==> config.mk <==
export PLATFORM = sky130hd
export DESIGN_NAME = k_way_merge_selector_flat
export DESIGN_NICKNAME = d
export VERILOG_FILES = /design/src/hdl/kwm_pkg.sv /design/src/hdl/kwm_if.sv /design/src/hdl/kwm_cell.sv /design/src/hdl/k_way_merge_selector.sv /design/src/flat_wrapper.sv
export SDC_FILE = /design/constraint.sdc
export NUM_CORES = 1
export LEC_CHECK = 0
export BUFFER_PORTS_ARGS = -buffer_cell sky130_fd_sc_hd__buf_2
export CAP_MARGIN = 20
export CORE_AREA = 2 2 321 323
export DETAILED_ROUTE_END_ITERATION = 10
export DIE_AREA = 0 0 323 325
export SYNTH_ARGS = -nofsm -noshare
export SYNTH_HDL_FRONTEND = slang
export SYNTH_HIERARCHICAL = 1
export SYNTH_SLANG_ARGS = --single-unit
export TNS_END_PERCENT = 5
==> constraint.sdc <==
create_clock -name i_clk -period 4.15 [get_ports i_clk]
set_input_delay 0.6225 -clock i_clk [delete_from_list [all_inputs] [get_ports i_clk]]
set_output_delay 0.6225 -clock i_clk [all_outputs]
set_load 0.005 [all_outputs]
==> src/hdl/kwm_pkg.sv <==
// types, constants and cell control structs for the k-way merge selector
package kwm_pkg;

    localparam int MAX_WAYS = 8;
    localparam int WAY_W    = 3;
    localparam int VAL_W    = 32;
    localparam int CFG_W    = 4;
    localparam int CNT_W    = $clog2(MAX_WAYS + 1);
    localparam int WAY_LIM  = (MAX_WAYS < (1 << WAY_W)) ? MAX_WAYS : (1 << WAY_W);

    localparam logic OP_PUSH    = 1'b0;
    localparam logic OP_EXHAUST = 1'b1;

    typedef struct packed {
        logic             active;
        logic             sel;
        logic             push;
        logic [VAL_W-1:0] value;
        logic             clr_head;
        logic             clr_all;
    } t_cell_ctrl;

    typedef struct packed {
        logic present;
        logic exhausted;
    } t_cell_stat;

    typedef struct packed {
        logic             go;
        logic             vld;
        logic [VAL_W-1:0] value;
        logic [WAY_W-1:0] way;
    } t_scan;

endpackage

==> src/hdl/kwm_if.sv <==
// valid/ready channel interfaces for input items, results and configuration
interface kwm_in_if;
    logic                      valid;
    logic                      ready;
    logic                      opcode;
    logic [kwm_pkg::WAY_W-1:0] way;
    logic [kwm_pkg::VAL_W-1:0] value;

    modport source (output valid, output opcode, output way, output value, input ready);
    modport sink   (input valid, input opcode, input way, input value, output ready);
endinterface

interface kwm_res_if;
    logic                      valid;
    logic                      ready;
    logic [kwm_pkg::VAL_W-1:0] min_value;
    logic [kwm_pkg::WAY_W-1:0] source_way;
    logic                      done_res;

    modport source (output valid, output min_value, output source_way, output done_res,
                    input ready);
    modport sink   (input valid, input min_value, input source_way, input done_res,
                    output ready);
endinterface

interface kwm_cfg_if;
    logic                      valid;
    logic                      ready;
    logic [kwm_pkg::CFG_W-1:0] data;

    modport source (output valid, output data, input ready);
    modport sink   (input valid, input data, output ready);
endinterface

==> src/hdl/kwm_cell.sv <==
// one way of the merge: head register, flags and one compare stage of the scan chain
module kwm_cell (
    input  logic                      i_clk,
    input  logic                      i_rst_n,
    input  logic [kwm_pkg::WAY_W-1:0] i_idx,
    input  kwm_pkg::t_cell_ctrl       i_ctrl,
    input  kwm_pkg::t_scan            i_scan,
    output kwm_pkg::t_scan            o_scan,
    output kwm_pkg::t_cell_stat       o_stat
);

    logic [kwm_pkg::VAL_W-1:0] r_head;
    logic                      r_present;
    logic                      r_exhausted;
    kwm_pkg::t_scan            r_scan;
    logic                      w_take;

    // strict less keeps the lower way on ties
    assign w_take = i_ctrl.active && r_present &&
                    (!i_scan.vld || ($signed(r_head) < $signed(i_scan.value)));

    always_ff @(posedge i_clk) begin
        if (!i_rst_n) begin
            r_present   <= 1'b0;
            r_exhausted <= 1'b0;
        end else if (i_ctrl.clr_all) begin
            r_present   <= 1'b0;
            r_exhausted <= 1'b0;
        end else begin
            if (i_ctrl.sel && i_ctrl.push && !r_exhausted) begin
                r_present <= 1'b1;
            end
            if (i_ctrl.sel && !i_ctrl.push) begin
                r_exhausted <= 1'b1;
            end
            if (i_ctrl.clr_head) begin
                r_present <= 1'b0;
            end
        end
    end

    always_ff @(posedge i_clk) begin
        if (i_ctrl.sel && i_ctrl.push && !r_exhausted) begin
            r_head <= i_ctrl.value;
        end
    end

    always_ff @(posedge i_clk) begin
        if (!i_rst_n) begin
            r_scan.go <= 1'b0;
        end else begin
            r_scan.go <= i_scan.go;
            if (i_scan.go) begin
                if (w_take) begin
                    r_scan.vld   <= 1'b1;
                    r_scan.value <= r_head;
                    r_scan.way   <= i_idx;
                end else begin
                    r_scan.vld   <= i_scan.vld;
                    r_scan.value <= i_scan.value;
                    r_scan.way   <= i_scan.way;
                end
            end
        end
    end

    assign o_scan           = r_scan;
    assign o_stat.present   = r_present;
    assign o_stat.exhausted = r_exhausted;

endmodule

==> src/hdl/k_way_merge_selector.sv <==
// top level of the k-way merge selector: control, cell chain and result register
//
//  channel  dir  beat contents
//  i_in     in   opcode, way, value
//  o_res    out  min_value, source_way, done_res
//  i_cfg    in   active_ways (data)
//
// an item passes from accept through the readiness check, then the scan token walks the chain
// one cell at a time, and the finish state loads its result.
// an item that leaves some active way unfilled returns to idle after the check.
// reset clears all flags and sets active_ways to the full way count.
// i_in is taken only while idle; a result waiting on o_res does not block the next item,
// but a finished scan holds in finish until the result register is free.
module k_way_merge_selector (
    input  logic            i_clk,
    input  logic            i_rst_n,
    kwm_in_if.sink          i_in,
    kwm_res_if.source       o_res,
    kwm_cfg_if.sink         i_cfg
);

    typedef enum logic [1:0] {
        S_IDLE,
        S_CHECK,
        S_SCAN,
        S_FINISH
    } t_state;

    t_state                        r_state;
    logic [kwm_pkg::CNT_W-1:0]     r_ways;
    logic [kwm_pkg::CNT_W-1:0]     n_ways;
    logic                          r_out_valid;
    logic [kwm_pkg::VAL_W-1:0]     r_out_value;
    logic [kwm_pkg::WAY_W-1:0]     r_out_way;
    logic                          r_out_done;

    kwm_pkg::t_cell_ctrl           w_ctrl [kwm_pkg::MAX_WAYS];
    kwm_pkg::t_cell_stat           w_stat [kwm_pkg::MAX_WAYS];
    kwm_pkg::t_scan                w_scan [kwm_pkg::MAX_WAYS + 1];
    logic [kwm_pkg::MAX_WAYS-1:0]  w_present;
    logic [kwm_pkg::MAX_WAYS-1:0]  w_exhausted;
    logic [kwm_pkg::MAX_WAYS-1:0]  w_go;
    logic                          w_all_ready;
    logic                          w_in_acc;
    logic                          w_load;
    kwm_pkg::t_scan                w_best;

    assign i_in.ready  = (r_state == S_IDLE);
    assign i_cfg.ready = 1'b1;
    assign w_in_acc    = i_in.valid && i_in.ready;
    assign w_best      = w_scan[kwm_pkg::MAX_WAYS];
    assign w_load      = (r_state == S_FINISH) && (!r_out_valid || o_res.ready);

    // clamp the way count to 1..limit
    always_comb begin
        if (i_cfg.data == '0) begin
            n_ways = kwm_pkg::CNT_W'(1);
        end else if (kwm_pkg::CNT_W'(i_cfg.data) > kwm_pkg::CNT_W'(kwm_pkg::WAY_LIM)) begin
            n_ways = kwm_pkg::CNT_W'(kwm_pkg::WAY_LIM);
        end else begin
            n_ways = kwm_pkg::CNT_W'(i_cfg.data);
        end
    end

    always_ff @(posedge i_clk) begin
        if (!i_rst_n) begin
            r_ways <= kwm_pkg::CNT_W'(kwm_pkg::WAY_LIM);
        end else if (i_cfg.valid && i_cfg.ready) begin
            r_ways <= n_ways;
        end
    end

    always_comb begin
        for (int j = 0; j < kwm_pkg::MAX_WAYS; j++) begin
            w_ctrl[j].active   = (kwm_pkg::CNT_W'(j) < r_ways);
            w_ctrl[j].sel      = w_in_acc && w_ctrl[j].active &&
                                 (i_in.way == kwm_pkg::WAY_W'(j));
            w_ctrl[j].push     = (i_in.opcode == kwm_pkg::OP_PUSH);
            w_ctrl[j].value    = i_in.value;
            w_ctrl[j].clr_head = w_load && w_best.vld && (w_best.way == kwm_pkg::WAY_W'(j));
            w_ctrl[j].clr_all  = w_load && !w_best.vld;
        end
    end

    always_comb begin
        w_all_ready = 1'b1;
        for (int j = 0; j < kwm_pkg::MAX_WAYS; j++) begin
            w_present[j]   = w_stat[j].present;
            w_exhausted[j] = w_stat[j].exhausted;
            w_go[j]        = w_scan[j + 1].go;
            if (w_ctrl[j].active && !w_stat[j].present && !w_stat[j].exhausted) begin
                w_all_ready = 1'b0;
            end
        end
    end

    // scan token enters the first cell with no candidate
    assign w_scan[0].go    = (r_state == S_CHECK) && w_all_ready;
    assign w_scan[0].vld   = 1'b0;
    assign w_scan[0].value = '0;
    assign w_scan[0].way   = '0;

    for (genvar g = 0; g < kwm_pkg::MAX_WAYS; g++) begin : g_cell
        kwm_cell u_cell (
            .i_clk   (i_clk),
            .i_rst_n (i_rst_n),
            .i_idx   (kwm_pkg::WAY_W'(g)),
            .i_ctrl  (w_ctrl[g]),
            .i_scan  (w_scan[g]),
            .o_scan  (w_scan[g + 1]),
            .o_stat  (w_stat[g])
        );
    end

    always_ff @(posedge i_clk) begin
        if (!i_rst_n) begin
            r_state     <= S_IDLE;
            r_out_valid <= 1'b0;
        end else begin
            if (w_load) begin
                r_out_valid <= 1'b1;
            end else if (r_out_valid && o_res.ready) begin
                r_out_valid <= 1'b0;
            end
            case (r_state)
                S_IDLE: begin
                    if (w_in_acc) begin
                        r_state <= S_CHECK;
                    end
                end
                S_CHECK: begin
                    r_state <= w_all_ready ? S_SCAN : S_IDLE;
                end
                S_SCAN: begin
                    if (w_best.go) begin
                        r_state <= S_FINISH;
                    end
                end
                S_FINISH: begin
                    if (w_load) begin
                        r_state <= S_IDLE;
                    end
                end
                default: begin
                    r_state <= S_IDLE;
                end
            endcase
        end
    end

    always_ff @(posedge i_clk) begin
        if (w_load) begin
            r_out_value <= w_best.vld ? w_best.value : '0;
            r_out_way   <= w_best.vld ? w_best.way : '0;
            r_out_done  <= !w_best.vld;
        end
    end

    assign o_res.valid      = r_out_valid;
    assign o_res.min_value  = r_out_value;
    assign o_res.source_way = r_out_way;
    assign o_res.done_res   = r_out_done;

    a_one_token: assert property (@(posedge i_clk) disable iff (!i_rst_n)
        $onehot0(w_go))
        else $error("more than one scan token in the cell chain");

    a_idle_no_token: assert property (@(posedge i_clk) disable iff (!i_rst_n)
        (r_state == S_IDLE) |-> (w_go == '0))
        else $error("scan token alive while idle");

    a_load_from_finish: assert property (@(posedge i_clk) disable iff (!i_rst_n)
        $rose(r_out_valid) |-> $past(r_state == S_FINISH))
        else $error("result loaded outside finish");

    a_emit_present: assert property (@(posedge i_clk) disable iff (!i_rst_n)
        (r_state == S_FINISH && w_best.vld) |-> w_present[w_best.way])
        else $error("emitted head was not present");

    a_done_clears: assert property (@(posedge i_clk) disable iff (!i_rst_n)
        (w_load && !w_best.vld) |=> (w_present == '0 && w_exhausted == '0))
        else $error("flags not cleared after done");

endmodule

==> src/flat_wrapper.sv <==
// flat-port wrapper written by rule: the top's interface ports become plain ports
module k_way_merge_selector_flat 
  (i_clk, i_rst_n, i_in_valid, i_in_opcode, i_in_way, i_in_value, i_in_ready, o_res_valid, o_res_min_value, o_res_source_way, o_res_done_res, o_res_ready, i_cfg_valid, i_cfg_data, i_cfg_ready);
  kwm_in_if i_in_i ();
  kwm_res_if o_res_i ();
  kwm_cfg_if i_cfg_i ();
  input  logic i_clk;
  input  logic i_rst_n;
  input wire logic [$bits(i_in_i.valid)-1:0] i_in_valid;
  input wire logic [$bits(i_in_i.opcode)-1:0] i_in_opcode;
  input wire logic [$bits(i_in_i.way)-1:0] i_in_way;
  input wire logic [$bits(i_in_i.value)-1:0] i_in_value;
  output wire logic [$bits(i_in_i.ready)-1:0] i_in_ready;
  output wire logic [$bits(o_res_i.valid)-1:0] o_res_valid;
  output wire logic [$bits(o_res_i.min_value)-1:0] o_res_min_value;
  output wire logic [$bits(o_res_i.source_way)-1:0] o_res_source_way;
  output wire logic [$bits(o_res_i.done_res)-1:0] o_res_done_res;
  input wire logic [$bits(o_res_i.ready)-1:0] o_res_ready;
  input wire logic [$bits(i_cfg_i.valid)-1:0] i_cfg_valid;
  input wire logic [$bits(i_cfg_i.data)-1:0] i_cfg_data;
  output wire logic [$bits(i_cfg_i.ready)-1:0] i_cfg_ready;
  assign i_in_i.valid = i_in_valid;
  assign i_in_i.opcode = i_in_opcode;
  assign i_in_i.way = i_in_way;
  assign i_in_i.value = i_in_value;
  assign i_in_ready = i_in_i.ready;
  assign o_res_valid = o_res_i.valid;
  assign o_res_min_value = o_res_i.min_value;
  assign o_res_source_way = o_res_i.source_way;
  assign o_res_done_res = o_res_i.done_res;
  assign o_res_i.ready = o_res_ready;
  assign i_cfg_i.valid = i_cfg_valid;
  assign i_cfg_i.data = i_cfg_data;
  assign i_cfg_ready = i_cfg_i.ready;
  k_way_merge_selector u_core (.i_clk(i_clk), .i_rst_n(i_rst_n), .i_in(i_in_i), .o_res(o_res_i), .i_cfg(i_cfg_i));
endmodule
# Word level (Yosys, flattened, before mapping)
# Cells that the tools add are included.
# word_totals
output_inout_bits,39
in_bits,45
regBits,611
wordCells,266
# op_classes
reduce_logical,141
bitwise,2
order_cmp,16
muxes,25
eq_ne,20
# ops
op,count
$mux W35,7
$lt A32 B32 Y1,7
$logic_and A1 B1 Y1,85
$mux W36,1
$logic_not A1 Y1,25
$eq A3 B3 Y1 const B,8
$reduce_or A3 Y1,8
$lt A3 B4 Y1 const A,4
$reduce_and A2 Y1,8
$eq A3 B2 Y1 const B,4
$mux W1,10
$logic_or A1 B1 Y1,8
$lt A1 B4 Y1 const A,2
$lt A2 B4 Y1 const A,2
$mux W2,4
$mux W4,2
$pmux W2 S4,1
$eq A3 B1 Y1 const B,2
$logic_not A3 Y1,2
$eq A2 B2 Y1 const B,2
$gt A4 B4 Y1 const B,1
$logic_not A4 Y1,1
$ne A2 B2 Y1 const B,2
$reduce_and A3 Y1,1
6 further kinds,7

# Depth between registers and ports, before layout
# Gate-level depths: netlist (run 1).
# logic_depth
ltp_word,13
depth_mapped,9
depth_no_buf,8

# Cells and area by module
# The synthesis (run 1) kept the hierarchy.
# by_module_without_submodules
mod,area_per_inst_um2,n_inst,cells_per_inst,seq_area_each_um2
kwm_cell at u_core.g_cell[0].u_cell ...,3557.2,7,241,2102.0
kwm_cell at u_core.g_cell[2].u_cell,3405.8,1,237,2102.0
k_way_merge_selector,1958.1,1,170,1221.2

# Least setup slack after synthesis (run 1)
# No wires, ideal clock.
# synth_timing
path_type,input port to flip-flop
start,input o_res_ready
end,register u_core.g_cell[0].u_cell.r_present
required_time_ns,4.026
stages,5
setup_ns,0.124
n_path_buf,0
arrival_time_ns,3.140
slack_ns,0.886
cell_sequence,nand2b_1 > nor2b_1 > nand3b_1 > nor3_1 > nor3_1
# synth_lines
element,line,source
start: declaration,flat_wrapper.sv:18,input wire logic [$bits(o_res_i.ready)-1:0] o_res_ready;
end signal: assignment,kwm_cell.sv:24,r_present <= 1'b0;
end signal: assignment,kwm_cell.sv:27,r_present <= 1'b0;
end signal: assignment,kwm_cell.sv:31,r_present <= 1'b1;
end: declaration,kwm_cell.sv:13,logic r_present;

# Worst setup path in the final report (run 1)
# layout_timing
start,register u_core/g_cell[1].u_cell/r_head[31] (netlist name)
end,"register u_core.g_cell[1].u_cell.r_scan, in the netlist u_core/g_cell[1].u_cell/o_scan[4] (data pin)"
# layout_between
elab_chain_len,4
# layout_rtl
element,line,source
start: declaration,kwm_cell.sv:12,logic [kwm_pkg::VAL_W-1:0] r_head;
start signal: assignment,kwm_cell.sv:44,r_head <= i_ctrl.value;
$lt A32 B32 Y1,kwm_cell.sv:20,(!i_scan.vld || ($signed(r_head) < $signed(i_scan.value)));
$logic_or A1 B1 Y1,kwm_cell.sv:20,
$logic_and A1 B1 Y1,kwm_cell.sv:19,assign w_take = i_ctrl.active && r_present &&
$mux W35,kwm_cell.sv:54,if (w_take) begin
end: declaration,kwm_cell.sv:15,kwm_pkg::t_scan r_scan;
# Every way passes these cells.
# A chain may end at the register's enable or synchronous reset.

==> run_results.csv, run 1 <==
group,metric,value,unit
final_layout,finalNetCount,2598,
sta,rsz0062_at_grt,"no",
synthesis,ys_ff_latch,611,
detailed_routing,post-route-drc-count,0,
floorplan,dieHeight,325,µm
floorplan,die_area,0.105,mm²
synthesis,ys_warn_count,6,
synthesis,ys_dominant_reg_cell,"edfxtp_1",
detailed_routing,top_layer_used,"met4",
clock_network,clk_latency,0.62,ns
setup_path,critPathLaunchType,"flop",
sta,skew,0.0237,ns
sta,drv_slew,0,
status,status,"finished, final reports clean",
synthesis,synth_top_area_frac,0.575,
clock_network,cts_hold_buf,0,
detailed_routing,totalWireLength,53800,µm
final_layout,final_cells,3723,
clock_network,ctsResizeCount,0,
floorplan,rows,117,
clock_network,htreeDepth,2,
global_route,grt_pass1_wl,84800,µm
synthesis,synth.avg_cell_area,14.5,µm²
detailed_routing,vias,15700,
sta,finalHoldViolCount,0,
setup_path,critPathKind,"reg -> reg",
global_route,first_global_vias,16100,
power,ir_drop,0.309,mV
synthesis,synthTopCellsByArea,"edfxtp_1 (58%), mux2_4 (10%), ha_1 (10%), inv_1 (3.4%), mux2_2 (2.6%)",
detailed_routing,m1WireLength,23500,µm
global_route,antenna_found_initial,6,
synthesis,synth_cells,2094,
synthesis,synth_top_cell_by_area,"edfxtp_1",
sta,fin_crit_sh,0.832,
detailed_routing,met2_length,27000,µm
synthesis,netlist_top_cells_count,"edfxtp_1 (580), inv_1 (275), ha_1 (248)",
power,power.density,368,mW/mm²
global_route,grt_max_degree,38,
clock_network,cts_post_setup_buffers_inserted,0,
setup_path,worstPathArrival,3.83,ns
setup_path,required,4.53,ns
synthesis,synth-seq-area-share,0.596,
sta,finalSetupTns,0,ns
global_route,grt_remaining_overflow,0,
clock_network,cts_buffers,61,
synthesis,yosysMostFrequentCell,"edfxtp_1",
placement,dp_hpwl,41700,µm
setup_path,critPathMaxFanout,25,
floorplan,core,0.101,mm²
final_layout,syn_to_final_growth,13.6,%
worst_hold_path,hp-class,"in -> reg",
clock_network,clockBufferDepth,3,
floorplan,die-width,323,µm
floorplan,io_pins,84,
detailed_routing,ant_nets,0,
placement,dp_cells,3609,
detailed_routing,met3_wirelength,1620,µm
sta,worst_pin_slew,1.06,ns
floorplan,initial_core_util,0.299,
clock_network,clk_pin_slew_worst_paths,0.06,ns
placement,place.gp.congestion,0.780,
synthesis,synth_edf_count,580,
sta,slew_headroom,0.288,
setup_path,endpoint_kind,"flop",
clock_network,clkSinkCount,611,
final_layout,layout-drive-gt1-share,0.213,
detailed_routing,drt_iter0_markers,777,
sta,finalSetupViolations,0,
final_layout,antenna_cells,0,
synthesis,yosysUniqueCellTypes,53,
synthesis,synth_area,0.0303,mm²
placement,portBuffers,82,
synthesis,async_reset_ff_frac,0,
detailed_routing,dr.pass1.iters,4,
detailed_routing,wl_per_cell,14.4,µm
detailed_routing,avgViaCountPerCell,4.22,
sta,fmax,0.290,GHz
clock_network,cts_tree,"done",
power,p_leak,13.2,nW
job,max_cap_viol_count,0,
clock_network,cts-root-buf,"clkbuf_16",
sta,period_needed,3.45,ns
global_route,grt_use_total,0.102,
[routing by layer]
metal	GRT usage	vias up
met4	0.0340	0
met3	0.0154	100
met1	0.122	7446
met5	0	-
met2	0.183	192
li1	-	7967
[cell families after synthesis]
group,Yosys count,synth area share
flip-flops,611,0.596
multiplexers,281,0.131
buffers and inverters,321,0.0544
adder cells (fa/ha/maj),248,0.103
AO/OA/AOI/OAI,258,0.0524
other,2,0.000248
AND/OR/NAND/NOR,373,0.0638
[state kept, by name (all words and copies together), names as in the netlist, named ones only]
name and count:
u_core/g_cell.u_cell/o_scan 296, u_core/o_res.source_way 3, u_core/r_ways 4, u_core/g_cell.u_cell/r_exhausted 8, u_core/r_state 1, u_core/g_cell.u_cell/r_head 256
u_core/o_res.done_res 1, u_core/o_res.valid 1, u_core/g_cell.u_cell/r_present 8, u_core/o_res.min_value 32
[layout make-up]
cell class                      count  area [µm²]
Sequential cell                   611       18000
Multi-Input combinational cell   1255       11000
Clock inverter                     41         425
Timing Repair Buffer              101         573
Inverter                          275        1030
Clock buffer                       72        1610
Fill cell                        9829       66900
Tap cell                         1368        1710
[critical path: stages (launching register included)]
cell	delay [ns]
edfxtp_1	0.39
ha_1	0.35
nand4_1	0.19
nor4_2	0.55
nand2_1	0.18
a21oi_1	0.49
o21ai_4	0.39
buf_4	0.34
mux2_4	0.31
[power by group]
group | switching, mW | internal [mW] | total, mW
logic | 0.184 | 0.118 | 0.301
registers | 0.0198 | 6.73 | 6.75
clock network | 2.28 | 3.31 | 5.59
total | 2.48 | 10.2 | 12.6
[cells in the final DEF, fill, tap and decap left out, types with 3 or more instances in the layout]
master / synthesis / routed
a2111oi_0: 7 / 7
a21o_1: 9 / 9
a21oi_1: 138 / 138
a221o_1: 7 / 7
a2bb2oi_1: 7 / 7
a32oi_1: 7 / 7
and2_1: 52 / 50
and4_1: 8 / 8
buf_2: 0 / 82
buf_4: 17 / 17
bufinv_16: 0 / 9
clkbuf_1: 3 / 9
clkbuf_16: 0 / 63
clkinv_1: 0 / 16
clkinv_2: 0 / 11
clkinvlp_4: 0 / 3
conb_1: 2 / 95
dfxtp_1: 31 / 31
edfxtp_1: 580 / 580
ha_1: 248 / 248
inv_1: 275 / 275
mux2_2: 69 / 69
mux2_4: 210 / 210
nand2_1: 108 / 108
nand2b_1: 31 / 31
nand3_1: 12 / 12
nand3b_1: 3 / 3
nand4_1: 27 / 27
nor2_1: 70 / 62
nor2_4: 0 / 8
nor3_1: 33 / 33
nor3b_1: 7 / 7
nor4_2: 7 / 7
o21a_1: 8 / 8
o21ai_0: 57 / 57
o21ai_4: 7 / 7
[worst paths after layout]
path | startpoint | to | slack [ns] | cells after the start
setup / recovery | u_core/g_cell[1].u_cell/r_head[31] | u_core/g_cell[1].u_cell/o_scan[4] | 0.70 | 8
hold / removal | i_in_valid | u_core/r_state[0] | 0.28 | 3
setup reg to reg | u_core/g_cell[1].u_cell/r_head[31] | u_core/g_cell[1].u_cell/o_scan[4] | 0.70 | 8
hold reg to reg | u_core/g_cell[4].u_cell/o_scan[36] | u_core/g_cell[5].u_cell/o_scan[36] | 0.46 | 1
[through the flow]
stage | setup WS (ns) | hold slack, ns | cell area [µm²] | power (mW) | utilization
after floorplan | 0.886 | 0.427 | 30600 | 7.07 | -
after global placement | 0.706 | 0.435 | 32300 | 7.18 | 0.319
after detailed placement | 0.702 | 0.443 | 32300 | 7.19 | 0.319
after CTS | 0.683 | 0.224 | 34400 | 12.8 | 0.339
after global routing | 0.455 | 0.260 | 34400 | 13.1 | 0.339
final | 0.697 | 0.277 | 34400 | 12.6 | 0.339
Power figures use the tool's default switching activity.
==> run 2, diff against run 1 <==
ABC_AREA = 1   (was not set)
CORE_AREA = 2 2 330 332   (was 2 2 321 323)
DIE_AREA = 0 0 332 334   (was 0 0 323 325)
clock period = 3.5 ns   (was 4.15 ns; I/O delays follow)
==> run_results.csv, run 2 <==
group,metric,value,unit
sta,period_needed,2.66,ns
final_layout,layout-drive-gt1-share,0.248,
setup_path,r2r_end,"u_core/g_cell[7].u_cell/o_scan[8]",
clock_network,ctsResizeCount,0,
floorplan,die_area,0.111,mm²
sta,skew,0.0263,ns
detailed_routing,met2_length,28100,µm
detailed_routing,top_layer_used,"met4",
floorplan,dieHeight,334,µm
sta,rsz0062_at_grt,"no",
synthesis,yosysUniqueCellTypes,33,
synthesis,synth_top_area_frac,0.545,
detailed_routing,totalWireLength,58200,µm
clock_network,cts_buffers,69,
placement,dp_hpwl,45600,µm
global_route,grt_use_total,0.107,
setup_path,cpPeakStageDelay,0.41,ns
clock_network,cts_hold_buf,0,
worst_hold_path,whs_endpoint,"u_core/r_ways[1]",
global_route,grt_max_degree,39,
clock_network,clkSinkCount,611,
setup_path,cpMostUsedCell,"nand2_1",
synthesis,netlist_top_cells_count,"edfxtp_1 (580), nand2_2 (489), nand2_1 (420)",
placement,place.gp.congestion,0.785,
setup_path,required,3.84,ns
power,power.density,426,mW/mm²
final_layout,final_common_cell,"edfxtp_1",
clock_network,cts_tree,"done",
synthesis,ys_dominant_reg_cell,"edfxtp_1",
synthesis,synth_edf_count,580,
global_route,grt_remaining_overflow,0,
setup_path,critPathMaxFanout,36,
setup_path,reg2reg_depth,13,
synthesis,async_reset_ff_frac,0,
power,pwr-share-clk,0.452,
synthesis,yosysMostFrequentCell,"edfxtp_1",
worst_hold_path,holdPathStages,3,
sta,finalSetupViolations,0,
job,max_cap_viol_count,0,
floorplan,initial_core_util,0.297,
placement,portBuffers,82,
detailed_routing,vias,19000,
sta,fmax,0.376,GHz
final_layout,syn_to_final_growth,12.8,%
worst_hold_path,min_from,"i_cfg_data[1]",
synthesis,synth.avg_cell_area,10.8,µm²
detailed_routing,ant_nets,0,
global_route,first_global_vias,19300,
clock_network,clk_pin_slew_worst_paths,0.06,ns
setup_path,worstPathArrival,3.00,ns
detailed_routing,post-route-drc-count,0,
setup_path,critPathLaunchType,"flop",
final_layout,finalNetCount,3436,
synthesis,synth_area,0.0320,mm²
sta,finalHoldViolCount,0,
detailed_routing,met3_wirelength,1760,µm
synthesis,ys_ff_latch,611,
clock_network,cts_post_setup_buffers_inserted,0,
final_layout,antenna_cells,0,
power,seqPwrFrac,0.521,
synthesis,synth_top_cell_by_area,"edfxtp_1",
synthesis,ys_warn_count,6,
detailed_routing,drt_iter0_markers,822,
clock_network,cts-root-buf,"clkbuf_16",
floorplan,die-width,332,µm
setup_path,endpoint_kind,"flop",
detailed_routing,avgViaCountPerCell,4.13,
power,p_leak,15.3,nW
sta,fin_crit_sh,0.759,
synthesis,synth_cells,2962,
sta,worst_pin_slew,0.754,ns
clock_network,htreeDepth,3,
global_route,antenna_found_initial,5,
setup_path,r2r_setup_slack,0.84,ns
synthesis,synthTopCellsByArea,"edfxtp_1 (54%), ha_1 (9.7%), nand2_2 (9.6%), nand2_1 (4.9%), nand3_1 (4.9%)",
detailed_routing,dr.pass1.iters,8,
global_route,grt_pass1_wl,97900,µm
final_layout,final_cell_mix,"edfxtp_1 (580), nand2_2 (489), nand2_1 (420)",
placement,dp_slack,0.820,ns
power,swShare,0.202,
floorplan,io_pins,84,
detailed_routing,m1WireLength,27100,µm
sta,slew_headroom,0.498,
synthesis,synth-seq-area-share,0.564,
floorplan,core,0.108,mm²
power,ir_drop,0.258,mV
clock_network,clk_latency,0.59,ns
setup_path,cp_cell_sequence,"ha_1, a21oi_1, nor2_1, nor3_2, nand2_1, nand2_1, nand2_1, nand2_1, nand3_1, nand3_4, nand2_8, nand2_2, nand2_2",
setup_path,critPathKind,"reg -> reg",
power,total_power,15.4,mW
sta,setup_ws,0.844,ns
power,power.switching,3.10,mW
detailed_routing,wl_per_cell,12.6,µm
clock_network,clockBufferDepth,3,
setup_path,rr_startpoint,"u_core/g_cell[7].u_cell/r_head[5]",
power,cellInternalPower,12.3,mW
floorplan,rows,121,
setup_path,cp_slowest_cell,"edfxtp_1",
status,status,"finished, final reports clean",
power,p_comb_frac,0.027,
sta,finalSetupTns,0,ns
final_layout,largest_reg_flops,296,
sta,drv_slew,0,
worst_hold_path,hp-class,"in -> reg",
==> run 2: cell types whose count changed in the layout (fill, tap and decap cells not counted), moves of 23 or more <==
cell      change
nand2_1     +312
nand2b_1     -31
nand3_1     +298
inv_1       +127
o21ai_1      +23
nor2_1       +45
and2_1       -49
mux2_2       -69
o21ai_0      -44
mux2_4      -210
nand2_2     +489
==> run 2: power groups by stage <==
stage	sequential, mW	clock (mW)	combinational (mW)
final	8.01	6.96	0.414
after detailed placement	8.16	0	0.417
after floorplan	8.16	0	0.276
after global routing	8.01	7.51	0.482
after global placement	8.16	0	0.406
after CTS	8.01	7.24	0.418
==> run 2: cell families after synthesis <==
family,after synthesis,share of synthesized area
AO/OA/AOI/OAI,165,0.0270
buffers and inverters,512,0.0771
flip-flops,611,0.564
other,2,0.000235
adder cells (fa/ha/maj),248,0.0970
AND/OR/NAND/NOR,1424,0.235
==> run 2: worst max-delay path by stage <==
stage	start	endpoint	slack (ns)
after floorplan	i_in_valid	u_core/g_cell[1].u_cell/r_head[0]	0.52
after global placement	u_core/g_cell[6].u_cell/o_scan[8]	u_core/g_cell[7].u_cell/o_scan[3]	0.74
after detailed placement	u_core/g_cell[0].u_cell/o_scan[8]	u_core/g_cell[1].u_cell/o_scan[1]	0.82
after CTS	u_core/g_cell[7].u_cell/r_head[5]	u_core/g_cell[7].u_cell/o_scan[30]	0.81
after global routing	u_core/g_cell[7].u_cell/r_head[5]	u_core/g_cell[7].u_cell/o_scan[3]	0.53
final	u_core/g_cell[7].u_cell/r_head[5]	u_core/g_cell[7].u_cell/o_scan[8]	0.84
==> run 2: layout make-up <==
type / count / area, µm²
fillers: 10800 / 71700
clock buffers: 86 / 1880
clock inverters: 35 / 323
flip-flops and latches: 611 / 18000
repair buffers: 111 / 628
inverters: 419 / 1570
well taps: 1414 / 1770
multi-input cells: 1931 / 11900
==> run 2: worst max-delay path, delay by kind of cell (launching register included) <==
family / cells / cell delay [ns]
simple gates: 11 / 1.51
flops: 1 / 0.41
fa+ha+maj: 1 / 0.31
compound gates: 1 / 0.15
==> run 2: layer usage <==
layer	vias up	global-route usage
li1	10100	-
met1	8622	0.137
met2	219	0.186
met3	91	0.0151
met4	0	0.0352
met5	-	0
==> run 2: stage by stage <==
step           cells  hold WS [ns]  area (µm²)  utilization
2_1_floorplan   3054         0.408       32300            -
3_3_place_gp    4486         0.420       33900        0.314
3_5_place_dp    4486         0.418       33900        0.314
4_1_cts         4607         0.160       36100        0.335
5_1_grt         4607         0.192       36100        0.335
6_report        4607         0.203       36100        0.335
==> run 3, diff against run 2 <==
ABC_AREA = 0   (was 1)
CORE_AREA = 2 2 321 323   (was 2 2 330 332)
DIE_AREA = 0 0 323 325   (was 0 0 332 334)
clock period = 2.3 ns   (was 3.5 ns; I/O delays follow)
==> run_results.csv, run 3 (synthesis gave the netlist of run 1 again) <==
group,metric,value,unit
sta,holdWs,0.0462,ns
power,p_comb_frac,0.028,
power,power.density,622,mW/mm²
placement,dp_slack,-0.510,ns
sta,rsz0062_at_grt,"yes",
setup_path,crit_cells,9,
floorplan,core,0.101,mm²
global_route,grt_pass1_wl,89800,µm
clock_network,cts_buffers,61,
setup_path,required,2.68,ns
sta,finalHoldViolCount,0,
final_layout,stdcell_area,0.0372,mm²
power,swShare,0.196,
sta,worst_pin_slew,0.506,ns
detailed_routing,wl_per_cell,14.4,µm
sta,setup_ws,-0.399,ns
final_layout,finalNetCount,2832,
sta,skew,0.0198,ns
global_route,grt_max_degree,37,
global_route,antenna_found_initial,6,
floorplan,initial_core_util,0.299,
clock_network,cts_tree,"done",
power,pwr-share-clk,0.446,
floorplan,rows,117,
floorplan,io_pins,84,
detailed_routing,drt_iter0_markers,721,
floorplan,dieHeight,325,µm
sta,finalSetupViolations,277,
clock_network,clkSinkCount,611,
power,ir_drop,0.514,mV
detailed_routing,totalWireLength,56900,µm
setup_path,cpMostUsedCell,"buf_12",
setup_path,crit_path_start,"u_core/g_cell[1].u_cell/r_head[27]",
setup_path,reg2reg_depth,9,
detailed_routing,m1WireLength,24500,µm
clock_network,clk_latency,0.63,ns
sta,fmax,0.370,GHz
setup_path,critPathKind,"reg -> reg",
floorplan,die-width,323,µm
detailed_routing,vias,16600,
setup_path,r2r_end,"u_core/g_cell[1].u_cell/o_scan[34]",
worst_hold_path,hp-class,"in -> reg",
clock_network,clk_pin_slew_worst_paths,0.06,ns
setup_path,cpPeakStageDelay,0.44,ns
final_layout,syn_to_final_growth,23.0,%
global_route,grt_remaining_overflow,0,
clock_network,cts-root-buf,"clkbuf_16",
setup_path,cpLargestDelayFamily,"compound AO/OA/AOI/OAI gates",
detailed_routing,top_layer_used,"met4",
placement,portBuffers,82,
final_layout,largest_reg_flops,296,
placement,place.gp.congestion,0.773,
sta,slew_headroom,0.662,
power,total_power,23.2,mW
setup_path,worstPathArrival,3.07,ns
placement,dpl_cell_area,0.0342,mm²
power,p_leak,14.7,nW
setup_path,critPathLaunchType,"flop",
detailed_routing,post-route-drc-count,0,
status,violations,"negative setup slack",
floorplan,die_area,0.105,mm²
power,cellInternalPower,18.6,mW
sta,drv_slew,0,
detailed_routing,met2_length,29300,µm
detailed_routing,met3_wirelength,1870,µm
setup_path,cp_slowest_cell,"edfxtp_1",
detailed_routing,ant_nets,0,
final_layout,final_cell_mix,"edfxtp_1 (580), inv_1 (273), mux2_4 (251)",
clock_network,htreeDepth,2,
final_layout,layout-drive-gt1-share,0.301,
global_route,grt_use_total,0.108,
final_layout,final_util,0.367,
setup_path,cp_cell_sequence,"ha_4, nand4_1, nor4_4, a21oi_1, a221o_1, o21ai_4, buf_12, buf_12, mux2_4",
detailed_routing,dr.pass1.iters,5,
setup_path,r2r_setup_slack,-0.40,ns
clock_network,clockBufferDepth,3,
sta,fin_crit_sh,1.17,
setup_path,endpoint_kind,"flop",
setup_path,rr_startpoint,"u_core/g_cell[1].u_cell/r_head[27]",
status,status,"finished, violations left",
job,max_cap_viol_count,0,
setup_path,critPathBufInv,2,
setup_path,critPathMaxFanout,7,
sta,period_needed,2.70,ns
final_layout,final_common_cell,"edfxtp_1",
global_route,first_global_vias,16900,
detailed_routing,avgViaCountPerCell,4.18,
power,seqPwrFrac,0.526,
placement,dp_hpwl,43400,µm
setup_path,setup.worst_path.end,"u_core/g_cell[1].u_cell/o_scan[34]",
power,power.switching,4.55,mW
==> run 3: cell count changes in the layout (fill, tap and decap cells not counted), moves of 27 or more <==
cell,before,now
nand3_1,310,11
buf_12,0,27
mux2_2,0,29
nor2_1,107,59
buf_4,29,206
nand2b_1,0,31
mux2_4,0,251
and2_1,1,51
o21ai_0,13,53
nand2_1,420,104
nand2_2,489,3
inv_1,402,273
==> run 3: timing repair <==
action | in CTS | in global routing
hold endpoints to repair | 4 | 0
gates cloned | 3 | 3
resized for setup | 65 | 60
setup buffers | 7 | 8
hold buffers | 6 | 0
setup endpoints to repair | 313 | 313
pin swaps | 27 | 28
==> run 3: layer usage <==
metal,up-vias,global-route usage
met1,7858,0.128
met3,80,0.0175
met2,180,0.198
li1,8443,-
met5,-,0
met4,0,0.0297
==> run 3: cell type report <==
| class | instances | area, µm² |
|---|---|---|
| clock buffers | 69 | 1560 |
| well taps | 1368 | 1710 |
| repair buffers | 335 | 2790 |
| multi-input cells | 1255 | 11600 |
| diodes | 1 | 2.50 |
| flip-flops and latches | 611 | 18000 |
| fillers | 9706 | 64100 |
| clock inverters | 44 | 529 |
| inverters | 275 | 1030 |
==> run 3: power groups by stage <==
stage	clock [mW]	sequential (mW)	combinational [mW]
4_1_cts	10.7	12.2	0.650
5_1_grt	11.1	12.2	0.738
3_5_place_dp	0	12.4	0.626
2_1_floorplan	0	12.4	0.349
3_3_place_gp	0	12.4	0.616
6_report	10.3	12.2	0.655
==> run 3: worst register-to-register path, stage by stage (launching register included) <==
cell and delay (ns):
edfxtp_1 0.44, ha_4 0.30, nand4_1 0.16, nor4_4 0.38
a21oi_1 0.12, a221o_1 0.36, o21ai_4 0.10, buf_12 0.16
buf_12 0.14, mux2_4 0.31
==> run 3: worst min path at each step <==
stage,cells past startpoint,endpoint,start,slack [ns]
finish,3,u_core/r_ways[3],i_cfg_valid,0.05
global route,3,u_core/r_ways[0],i_cfg_data[0],0.03
CTS,3,u_core/r_ways[1],i_cfg_valid,0.004
detailed placement,1,u_core/g_cell[2].u_cell/o_scan[36],u_core/g_cell[1].u_cell/o_scan[36],0.44
global placement,1,u_core/g_cell[5].u_cell/o_scan[36],u_core/g_cell[4].u_cell/o_scan[36],0.44
floorplan,1,u_core/r_ways[3],i_rst_n,0.42
==> run 3: per-stage QoR <==
step / TNS [ns] / std cells
after floorplan: -100.45 / 2187
after global placement: -92.59 / 3817
after detailed placement: -98.93 / 3817
after CTS: -75.94 / 3946
after global routing: -100.52 / 3957
final: -72.17 / 3958
